File: src/cfd_pkg.sv
// ----------------------------------------------------------------------------
// cfd_pkg
// Shared types, constants and the CRC16-CCITT-FALSE byte update for the
// frame deframer.
// ----------------------------------------------------------------------------
package cfd_pkg;

    localparam int MAX_PAYLOAD  = 32;
    localparam int HDR_LEN      = 9;
    localparam int MIN_FRAME    = 11;
    localparam int WIN_DEPTH    = MAX_PAYLOAD + MIN_FRAME;
    localparam int WIN_SLOTS    = 64;
    localparam int PTR_W        = 6;
    localparam int OUT_W        = 176;

    localparam logic [15:0] CRC_POLY = 16'h1021;
    localparam logic [15:0] CRC_INIT = 16'hFFFF;

    // configuration register indexes
    localparam logic [1:0] REG_START_FIRST  = 2'd0;
    localparam logic [1:0] REG_START_SECOND = 2'd1;
    localparam logic [1:0] REG_VERSION      = 2'd2;

    typedef enum logic [1:0] {
        IDX_HOLD,
        IDX_CLR,
        IDX_INC,
        IDX_VER
    } idx_op_t;

    typedef enum logic [2:0] {
        DROP_NONE,
        DROP_ONE,
        DROP_POS,
        DROP_KEEP_LAST,
        DROP_FRAME
    } drop_op_t;

    typedef struct packed {
        logic     wr_byte;
        logic     rd;
        idx_op_t  idx_op;
        logic     idx_pay;
        logic     prev_ld;
        logic     hdr_ld;
        logic     crc_init;
        logic     crc_upd;
        logic     crc_lo_ld;
        drop_op_t drop;
        logic     inc_resync;
        logic     inc_lenrej;
        logic     inc_crcfail;
        logic     inc_good;
        logic     out_ld;
    } cfd_cmd_t;

    typedef struct packed {
        logic fill_lt_min;
        logic scan_hit;
        logic scan_end;
        logic pos_zero;
        logic hdr_done;
        logic ver_ok;
        logic len_bad;
        logic len_zero;
        logic frame_short;
        logic pay_done;
        logic crc_ok;
        logic out_free;
        logic emit_last;
    } cfd_status_t;

    function automatic logic [15:0] crc16_byte(input logic [15:0] crc_in,
                                               input logic [7:0]  data);
        logic [15:0] c;
        c = crc_in ^ {data, 8'h00};
        for (int b = 0; b < 8; b++) begin
            if (c[15])
                c = {c[14:0], 1'b0} ^ CRC_POLY;
            else
                c = {c[14:0], 1'b0};
        end
        return c;
    endfunction

endpackage

File: src/cfd_ctrl.sv
// ----------------------------------------------------------------------------
// cfd_ctrl
// Sequencer: accepts a byte, then scans, checks header, length and CRC of
// the window front and emits one result per payload byte, one if empty.
// ----------------------------------------------------------------------------
module cfd_ctrl
    import cfd_pkg::*;
(
    input  logic        clk,
    input  logic        rst_n,
    input  logic        in_valid,
    output logic        in_ready,
    input  cfd_status_t status,
    output cfd_cmd_t    cmd
);

    typedef enum logic [3:0] {
        S_IDLE,
        S_CHECK,
        S_SCAN_RD,
        S_SCAN_CHK,
        S_HDR_RD,
        S_HDR_LD,
        S_VER,
        S_PAY_RD,
        S_PAY_LD,
        S_CRC_RD_LO,
        S_CRC_LO,
        S_CRC_RD_HI,
        S_CRC_HI,
        S_EM_RD,
        S_EM_LD
    } state_t;

    state_t state_reg, state_next;

    always_ff @(posedge clk or negedge rst_n)
    begin
        if (!rst_n)
            state_reg <= S_IDLE;
        else
            state_reg <= state_next;
    end

    assign in_ready = (state_reg == S_IDLE);

    always_comb
    begin
        state_next = state_reg;
        cmd        = '0;
        cmd.idx_op = IDX_HOLD;
        cmd.drop   = DROP_NONE;
        unique case (state_reg)
            S_IDLE:
            begin
                if (in_valid)
                begin
                    cmd.wr_byte = 1'b1;
                    state_next  = S_CHECK;
                end
            end
            S_CHECK:
            begin
                cmd.idx_op = IDX_CLR;
                state_next = status.fill_lt_min ? S_IDLE : S_SCAN_RD;
            end
            S_SCAN_RD:
            begin
                cmd.rd     = 1'b1;
                state_next = S_SCAN_CHK;
            end
            S_SCAN_CHK:
            begin
                if (status.scan_hit)
                begin
                    if (status.pos_zero)
                    begin
                        cmd.crc_init = 1'b1;
                        cmd.idx_op   = IDX_VER;
                        state_next   = S_HDR_RD;
                    end
                    else
                    begin
                        // drop up to the start pair, then rescan from the front
                        cmd.drop       = DROP_POS;
                        cmd.inc_resync = 1'b1;
                        state_next     = S_CHECK;
                    end
                end
                else if (status.scan_end)
                begin
                    cmd.drop       = DROP_KEEP_LAST;
                    cmd.inc_resync = 1'b1;
                    state_next     = S_IDLE;
                end
                else
                begin
                    cmd.prev_ld = 1'b1;
                    cmd.idx_op  = IDX_INC;
                    state_next  = S_SCAN_RD;
                end
            end
            S_HDR_RD:
            begin
                cmd.rd     = 1'b1;
                state_next = S_HDR_LD;
            end
            S_HDR_LD:
            begin
                cmd.hdr_ld  = 1'b1;
                cmd.crc_upd = 1'b1;
                cmd.idx_op  = IDX_INC;
                state_next  = status.hdr_done ? S_VER : S_HDR_RD;
            end
            S_VER:
            begin
                if (!status.ver_ok)
                begin
                    cmd.drop       = DROP_ONE;
                    cmd.inc_resync = 1'b1;
                    state_next     = S_CHECK;
                end
                else if (status.len_bad)
                begin
                    cmd.drop       = DROP_ONE;
                    cmd.inc_lenrej = 1'b1;
                    state_next     = S_CHECK;
                end
                else if (status.frame_short)
                    state_next = S_IDLE;
                else if (status.len_zero)
                    state_next = S_CRC_RD_LO;
                else
                    state_next = S_PAY_RD;
            end
            S_PAY_RD:
            begin
                cmd.rd     = 1'b1;
                state_next = S_PAY_LD;
            end
            S_PAY_LD:
            begin
                cmd.crc_upd = 1'b1;
                cmd.idx_op  = IDX_INC;
                state_next  = status.pay_done ? S_CRC_RD_LO : S_PAY_RD;
            end
            S_CRC_RD_LO:
            begin
                cmd.rd     = 1'b1;
                state_next = S_CRC_LO;
            end
            S_CRC_LO:
            begin
                cmd.crc_lo_ld = 1'b1;
                cmd.idx_op    = IDX_INC;
                state_next    = S_CRC_RD_HI;
            end
            S_CRC_RD_HI:
            begin
                cmd.rd     = 1'b1;
                state_next = S_CRC_HI;
            end
            S_CRC_HI:
            begin
                if (status.crc_ok)
                begin
                    cmd.inc_good = 1'b1;
                    cmd.idx_pay  = 1'b1;
                    state_next   = S_EM_RD;
                end
                else
                begin
                    cmd.drop        = DROP_ONE;
                    cmd.inc_crcfail = 1'b1;
                    state_next      = S_CHECK;
                end
            end
            S_EM_RD:
            begin
                cmd.rd     = 1'b1;
                state_next = S_EM_LD;
            end
            S_EM_LD:
            begin
                // hold until the output register frees up
                if (status.out_free)
                begin
                    cmd.out_ld = 1'b1;
                    cmd.idx_op = IDX_INC;
                    if (status.emit_last)
                    begin
                        cmd.drop   = DROP_FRAME;
                        state_next = S_CHECK;
                    end
                    else
                        state_next = S_EM_RD;
                end
            end
            default:
                state_next = S_IDLE;
        endcase
    end

endmodule

File: src/cfd_datapath.sv
// ----------------------------------------------------------------------------
// cfd_datapath
// Window ring memory, header registers, CRC, counters, configuration
// registers and the output register.
// ----------------------------------------------------------------------------
module cfd_datapath
    import cfd_pkg::*;
(
    input  logic               clk,
    input  logic               rst_n,
    input  logic               cfg_we,
    input  logic [1:0]         cfg_addr,
    input  logic [7:0]         cfg_wdata,
    input  logic [7:0]         in_byte,
    input  cfd_cmd_t           cmd,
    output cfd_status_t        status,
    input  logic               out_ready,
    output logic               out_valid,
    output logic               out_last,
    output logic               out_user,
    output logic [OUT_W-1:0]   out_data
);

    logic [7:0] start_a_reg, start_b_reg, version_reg;

    logic [7:0] mem [WIN_SLOTS];
    logic [7:0] rdata_reg;

    logic [PTR_W-1:0] head_reg, head_next;
    logic [PTR_W-1:0] fill_reg, fill_next;
    logic [PTR_W-1:0] idx_reg, idx_next;
    logic [PTR_W-1:0] drop_n;
    logic [PTR_W-1:0] wr_addr, rd_addr;
    logic             win_full;

    logic [7:0]  prev_reg;
    logic [7:0]  ver_reg, len_lo_reg, len_hi_reg, msg_reg, flags_reg, seq_lo_reg, seq_hi_reg;
    logic [15:0] crc_reg;
    logic [7:0]  crc_lo_reg;
    logic [5:0]  len6;
    logic [6:0]  flen;

    logic [31:0] good_reg, crcfail_reg, lenrej_reg, resync_reg;

    logic             out_valid_reg;
    logic             out_last_reg;
    logic             out_user_reg;
    logic [OUT_W-1:0] out_data_reg;

    // configuration
    always_ff @(posedge clk or negedge rst_n)
    begin
        if (!rst_n)
        begin
            start_a_reg <= 8'hAA;
            start_b_reg <= 8'h55;
            version_reg <= 8'h01;
        end
        else if (cfg_we)
        begin
            unique case (cfg_addr)
                REG_START_FIRST:  start_a_reg <= cfg_wdata;
                REG_START_SECOND: start_b_reg <= cfg_wdata;
                REG_VERSION:      version_reg <= cfg_wdata;
                default:          ;
            endcase
        end
    end

    assign len6     = len_lo_reg[5:0];
    assign flen     = 7'(MIN_FRAME) + {1'b0, len6};
    assign win_full = (fill_reg == PTR_W'(WIN_DEPTH));
    assign wr_addr  = win_full ? head_reg : head_reg + fill_reg;
    assign rd_addr  = head_reg + idx_reg;

    // window memory
    always_ff @(posedge clk)
    begin
        if (cmd.wr_byte)
            mem[wr_addr] <= in_byte;
        if (cmd.rd)
            rdata_reg <= mem[rd_addr];
    end

    always_comb
    begin
        case (cmd.drop)
            DROP_ONE:       drop_n = PTR_W'(1);
            DROP_POS:       drop_n = idx_reg - PTR_W'(1);
            DROP_KEEP_LAST: drop_n = fill_reg - PTR_W'(1);
            DROP_FRAME:     drop_n = flen[PTR_W-1:0];
            default:        drop_n = '0;
        endcase
    end

    always_comb
    begin
        head_next = head_reg + drop_n;
        fill_next = fill_reg - drop_n;
        if (cmd.wr_byte)
            fill_next = win_full ? PTR_W'(1) : fill_reg + PTR_W'(1);
    end

    always_comb
    begin
        idx_next = idx_reg;
        case (cmd.idx_op)
            IDX_CLR: idx_next = '0;
            IDX_INC: idx_next = idx_reg + PTR_W'(1);
            IDX_VER: idx_next = PTR_W'(2);
            default: idx_next = idx_reg;
        endcase
        if (cmd.idx_pay)
            idx_next = PTR_W'(HDR_LEN);
    end

    always_ff @(posedge clk or negedge rst_n)
    begin
        if (!rst_n)
        begin
            head_reg    <= '0;
            fill_reg    <= '0;
            idx_reg     <= '0;
            good_reg    <= '0;
            crcfail_reg <= '0;
            lenrej_reg  <= '0;
            resync_reg  <= '0;
        end
        else
        begin
            head_reg <= head_next;
            fill_reg <= fill_next;
            idx_reg  <= idx_next;
            if (cmd.inc_good)
                good_reg <= good_reg + 32'd1;
            if (cmd.inc_crcfail)
                crcfail_reg <= crcfail_reg + 32'd1;
            if (cmd.inc_lenrej)
                lenrej_reg <= lenrej_reg + 32'd1;
            // a write into a full window empties it first
            if (cmd.inc_resync || (cmd.wr_byte && win_full))
                resync_reg <= resync_reg + 32'd1;
        end
    end

    // header, CRC
    always_ff @(posedge clk)
    begin
        if (cmd.prev_ld)
            prev_reg <= rdata_reg;
        if (cmd.hdr_ld)
        begin
            case (idx_reg)
                PTR_W'(2): ver_reg    <= rdata_reg;
                PTR_W'(3): len_lo_reg <= rdata_reg;
                PTR_W'(4): len_hi_reg <= rdata_reg;
                PTR_W'(5): msg_reg    <= rdata_reg;
                PTR_W'(6): flags_reg  <= rdata_reg;
                PTR_W'(7): seq_lo_reg <= rdata_reg;
                default:   seq_hi_reg <= rdata_reg;
            endcase
        end
        if (cmd.crc_init)
            crc_reg <= CRC_INIT;
        else if (cmd.crc_upd)
            crc_reg <= crc16_byte(crc_reg, rdata_reg);
        if (cmd.crc_lo_ld)
            crc_lo_reg <= rdata_reg;
    end

    // output register
    always_ff @(posedge clk or negedge rst_n)
    begin
        if (!rst_n)
            out_valid_reg <= 1'b0;
        else if (cmd.out_ld)
            out_valid_reg <= 1'b1;
        else if (out_ready)
            out_valid_reg <= 1'b0;
    end

    always_ff @(posedge clk)
    begin
        if (cmd.out_ld)
        begin
            out_last_reg <= status.emit_last;
            out_user_reg <= !status.len_zero;
            out_data_reg <= {2'b00, resync_reg, lenrej_reg, crcfail_reg, good_reg,
                             status.len_zero ? 8'h00 : rdata_reg,
                             len6, seq_hi_reg, seq_lo_reg, flags_reg, msg_reg};
        end
    end

    assign out_valid = out_valid_reg;
    assign out_last  = out_last_reg;
    assign out_user  = out_user_reg;
    assign out_data  = out_data_reg;

    // status
    always_comb
    begin
        status.fill_lt_min = (fill_reg < PTR_W'(MIN_FRAME));
        status.scan_hit    = (idx_reg != '0) && (prev_reg == start_a_reg)
                             && (rdata_reg == start_b_reg);
        status.scan_end    = (idx_reg == fill_reg - PTR_W'(1));
        status.pos_zero    = (idx_reg == PTR_W'(1));
        status.hdr_done    = (idx_reg == PTR_W'(HDR_LEN - 1));
        status.ver_ok      = (ver_reg == version_reg);
        status.len_bad     = ({len_hi_reg, len_lo_reg} > 16'(MAX_PAYLOAD));
        status.len_zero    = (len6 == '0);
        status.frame_short = ({1'b0, fill_reg} < flen);
        status.pay_done    = (idx_reg == PTR_W'(HDR_LEN - 1) + len6);
        status.crc_ok      = ({rdata_reg, crc_lo_reg} == crc_reg);
        status.out_free    = !out_valid_reg || out_ready;
        status.emit_last   = status.len_zero || status.pay_done;
    end

endmodule

File: src/crc_frame_deframer_core.sv
// ----------------------------------------------------------------------------
// crc_frame_deframer_core
// Start-pattern / length / CRC16-CCITT-FALSE deframer for a received
// byte stream.
// ----------------------------------------------------------------------------
// Usage:
//   s_axis_* carries one received byte per transaction. m_axis_* carries one
//   result per payload byte of each good frame (one result for an empty
//   frame), tuser flagging a valid payload byte and tlast marking the final
//   result of the frame.
//   cfg_we/cfg_addr/cfg_wdata write the two start bytes (index 0, 1) and the
//   expected version (index 2); write only while the block is idle.
//   The block takes one byte at a time. After a byte is taken it works on
//   the window through a single-port ring memory, with a read state ahead
//   of each byte used: a start scan, a header pass, the payload CRC and the
//   received CRC, then a read and a load for each emitted result. Each
//   single-byte drop restarts the scan, so the busy time per byte is
//   longest when a full window of bad candidates is dropped one byte at
//   a time.
//   Reset empties the window, clears all counters and loads the default
//   start bytes 0xAA 0x55 and version 0x01.
//   A stalled receiver holds the output register; the sequencer waits and
//   takes no new byte until the frame's last result is in that register.
// ----------------------------------------------------------------------------
module crc_frame_deframer_core
    import cfd_pkg::*;
(
    input  logic             clk,
    input  logic             rst_n,
    input  logic             cfg_we,
    input  logic [1:0]       cfg_addr,
    input  logic [7:0]       cfg_wdata,
    input  logic             s_axis_tvalid,
    output logic             s_axis_tready,
    input  logic [7:0]       s_axis_tdata,   // rx_byte
    output logic             m_axis_tvalid,
    input  logic             m_axis_tready,
    // msg_id, frame_flags, seq_number, data_len, payload_byte,
    // good_frames, crc_failures, length_rejects, resync_events, zero pad
    output logic [OUT_W-1:0] m_axis_tdata,
    output logic             m_axis_tuser,   // has_byte
    output logic             m_axis_tlast    // last
);

    cfd_cmd_t    cmd;
    cfd_status_t status;

    cfd_ctrl u_ctrl (
        .clk      (clk),
        .rst_n    (rst_n),
        .in_valid (s_axis_tvalid),
        .in_ready (s_axis_tready),
        .status   (status),
        .cmd      (cmd)
    );

    cfd_datapath u_datapath (
        .clk       (clk),
        .rst_n     (rst_n),
        .cfg_we    (cfg_we),
        .cfg_addr  (cfg_addr),
        .cfg_wdata (cfg_wdata),
        .in_byte   (s_axis_tdata),
        .cmd       (cmd),
        .status    (status),
        .out_ready (m_axis_tready),
        .out_valid (m_axis_tvalid),
        .out_last  (m_axis_tlast),
        .out_user  (m_axis_tuser),
        .out_data  (m_axis_tdata)
    );

endmodule
File: config.mk
export PLATFORM = sky130hd
export DESIGN_NAME = crc_frame_deframer_core
export DESIGN_NICKNAME = d
export VERILOG_FILES = /design/src/cfd_pkg.sv /design/src/cfd_ctrl.sv /design/src/cfd_datapath.sv /design/src/crc_frame_deframer_core.sv
export SDC_FILE = /design/constraint.sdc
export NUM_CORES = 1
export LEC_CHECK = 0
export BUFFER_PORTS_ARGS = -buffer_cell sky130_fd_sc_hd__buf_2
export CORE_MARGIN = 2
export CORE_UTILIZATION = 55
export CTS_CLUSTER_SIZE = 10
export DETAILED_ROUTE_END_ITERATION = 7
export HOLD_SLACK_MARGIN = 0.06
export PLACE_DENSITY = 0.73
export SLEW_MARGIN = 20
export SYNTH_ARGS = -nofsm -noshare
export SYNTH_HDL_FRONTEND = slang
export SYNTH_SLANG_ARGS = --single-unit
File: constraint.sdc
create_clock -name clk -period 7 [get_ports clk]
set_input_delay 1.05 -clock clk [delete_from_list [all_inputs] [get_ports clk]]
set_output_delay 1.05 -clock clk [all_outputs]
set_load 0.01 [all_outputs]
==> results.cfg <==
[power]
switchingPower_mw = 5.34
peakVddDrop_v = 0.000674
p_clk_share_pct = 29.2
p_int_mw = 11.6
p_comb_share_pct = 30.6
p_leak_nw = 16.2
switching_share_pct = 31.5
seqPwrFrac_pct = 40.1
power.density_nw_per_um2 = 387

[cts]
root_buffer = clkbuf_16
htreeDepth = 3
hold_buffers = 0
clk_latency_ps = 670
clk_path_buf_depth = 3
cts-resized-gates = 0
cts_tree = done
numCtsBuffers = 106
cts_sinks = 959
post_cts_buffers = 0
path_clk_slew_ps = 60

[sta]
setup_viol = 0
finalSetupTns_ps = 0
period_share_pct = 64.6
rsz0062_at_grt = false
maxSlewViolCount = 0
relSlewSlack_pct = 25.3
max_slew.worst_pin.slew_ps = 1110
fin_skew_ps = 43.6
min_period_ps = 4520
hold_viol = 0
max_freq_mhz = 221

[routing]
firstDrtPassIters = 5
vias_per_cell = 5.83
wl_um = 79900
route.detailed.drc = 0
final_antenna_net_count = 0
first_iter_violations = 1837
routedWlPerCell_um = 23.2
vias = 20100

[placement]
placed_area_um2 = 40700
dp_hpwl_um = 49500
place_congestion = 0.891
dp_cells = 3274
port_buffers = 200

[worst_hold_path]
worstHoldPathType = input pin to async pin

[die]
io_pins = 203
chipWidth_um = 268
num_rows = 96
dieArea_um2 = 71800
start_util_pct = 55.7
core_um2 = 68800
dieHeight_um = 268

[cells_and_area]
syn_to_final_growth_pct = 14.3
final_net_count = 2520
largest_reg_flops = 512
nFillCells = 4733
final_layout_size_suffix_gt1_share_pct = 24.8
fin_cells = 3446
fin_area_um2 = 43800

[logic_synthesis]
yosysWarningCount = 0
synth_area_leaders = edfxtp_1 60%, dfrtp_1 11%, mux4_2 9.4%, xnor2_1 3.2%, xor2_1 1.9%
yosysTopAreaCellShare_pct = 60.2
synthArstFlopShare_pct = 18.2
synth_cells = 2176
synth.distinct_cells = 72
synth_edf_count = 768
syn-mean-instance-area_um2 = 17.6
ys_ff_latch = 959
yosysTopAreaCell = edfxtp_1
yosysMostFrequentCell = edfxtp_1
synth_commonest_cells = 768 x edfxtp_1, 166 x dfrtp_1, 160 x mux4_2
netlist_area_um2 = 38300
synth-main-ff-cell = edfxtp_1
yosysSeqAreaShare_pct = 72.4

[critical_path]
cp-end-kind = register
crit_fanout = 12
r2r_setup_slack_ps = 2480
worst_ep_required_time_ps = 7530
r2r_end = u_datapath.fill_reg[5]$_DFF_PN0_
reg2reg_from = u_datapath.rdata_reg[6]$_DFFE_PP_
crit_type = register to register
cp.arrival_ps = 5050
r2r_cells = 15
startpoint_type = register

[global_route]
antenna_found_initial = 2
grt_max_degree = 137
grt_pass1_vias = 20500
grt.total_usage_pct = 22.5
grt_pass1_wl_um = 121000
overflow = 0

[outcome]
outcome = complete, no violations

[run]
maxCapViolCount = 0
## layout by cell type, fill, tap and decap left out, drive strengths merged, types with 31 or more instances in the layout
cell	n
a21oi	41
and3	31
buf	250
clkbuf	164
dfrtp	166
edfxtp	768
ha	42
inv	46
mux4	160
nand2	116
nand3	60
nor2	83
nor3	91
xnor2	145
xor2	81
## kinds of logic (layout without fill, tap and decap cells)
family / Yosys count / count (layout) / synth area share [%]
other cells: 1 / 4 / 0.00978
mux: 202 / 202 / 10.6
compound gates: 120 / 120 / 2.05
fa+ha+maj: 46 / 46 / 1.58
flops: 959 / 959 / 72.4
xor+xnor: 227 / 227 / 5.30
simple gates: 493 / 493 / 6.61
buf+inv: 128 / 464 / 1.42
## worst max-delay path, stage by stage (launching register included)
cell and delay [ps]:
edfxtp_1 750, xnor2_1 210, nand4_1 120, nor3_1 600
a21o_1 280, nor2_1 110, a221oi_1 560, ha_1 340
nor2b_1 120, o21ai_0 210, a21oi_1 110, o21ai_0 350
a221oi_1 130, mux2_1 310, nor2_1 100, nand2_1 50
## power by group through the flow
stage	registers [mW]	clock network [mW]	logic, mW
after floorplan	6.73	0	3.78
final	6.80	4.96	5.19
after global placement	6.90	0	5.03
after CTS	6.80	5.06	5.16
after detailed placement	6.92	0	5.12
after global routing	6.83	5.27	5.53
## layer usage
layer  global-route usage, %  wire (um)  vias to the layer above
li1                        -          -                     8902
met1                    29.5      32300                    10400
met2                    37.4      40200                      658
met3                    4.55       4930                      157
met4                    8.68       2490                        2
met5                       0         12                        -
## worst max path at each step
stage                                        end  cells past startpoint                               from  slack (ps)
4_1_cts        u_datapath.rdata_reg[5]$_DFFE_PP_                      7  u_datapath.idx_reg[0]$_DFFE_PN0P_        2370
6_report        u_datapath.fill_reg[5]$_DFF_PN0_                     15  u_datapath.rdata_reg[6]$_DFFE_PP_        2480
3_3_place_gp   u_datapath.rdata_reg[5]$_DFFE_PP_                      7  u_datapath.idx_reg[0]$_DFFE_PN0P_        2430
5_1_grt         u_datapath.fill_reg[5]$_DFF_PN0_                     15  u_datapath.rdata_reg[6]$_DFFE_PP_        2070
2_1_floorplan   u_datapath.fill_reg[5]$_DFF_PN0_                     17                      m_axis_tready           9
3_5_place_dp   u_datapath.rdata_reg[5]$_DFFE_PP_                      7  u_datapath.idx_reg[0]$_DFFE_PN0P_        2390
## layout make-up
type	count	area (um^2)	area share, %
clock inverter	6	108	0.246
timing repair buffer	250	1440	3.29
inverter	44	170	0.388
multi-input combinational	1090	10200	23.3
antenna	2	5.00	0.0114
clock buffer	164	2920	6.67
tap	931	1160	2.66
sequential	959	27800	63.4
## stage by stage
stage	power [mW]	utilization (%)	hold slack, ps	setup WS [ps]
2_1_floorplan	10.5	-	400	9.01
3_3_place_gp	11.9	59.1	401	2430
3_5_place_dp	12.0	59.1	405	2390
4_1_cts	17.0	63.5	270	2370
5_1_grt	17.6	63.6	303	2070
6_report	16.9	63.6	288	2480
(Power assumes the default switching activity.)
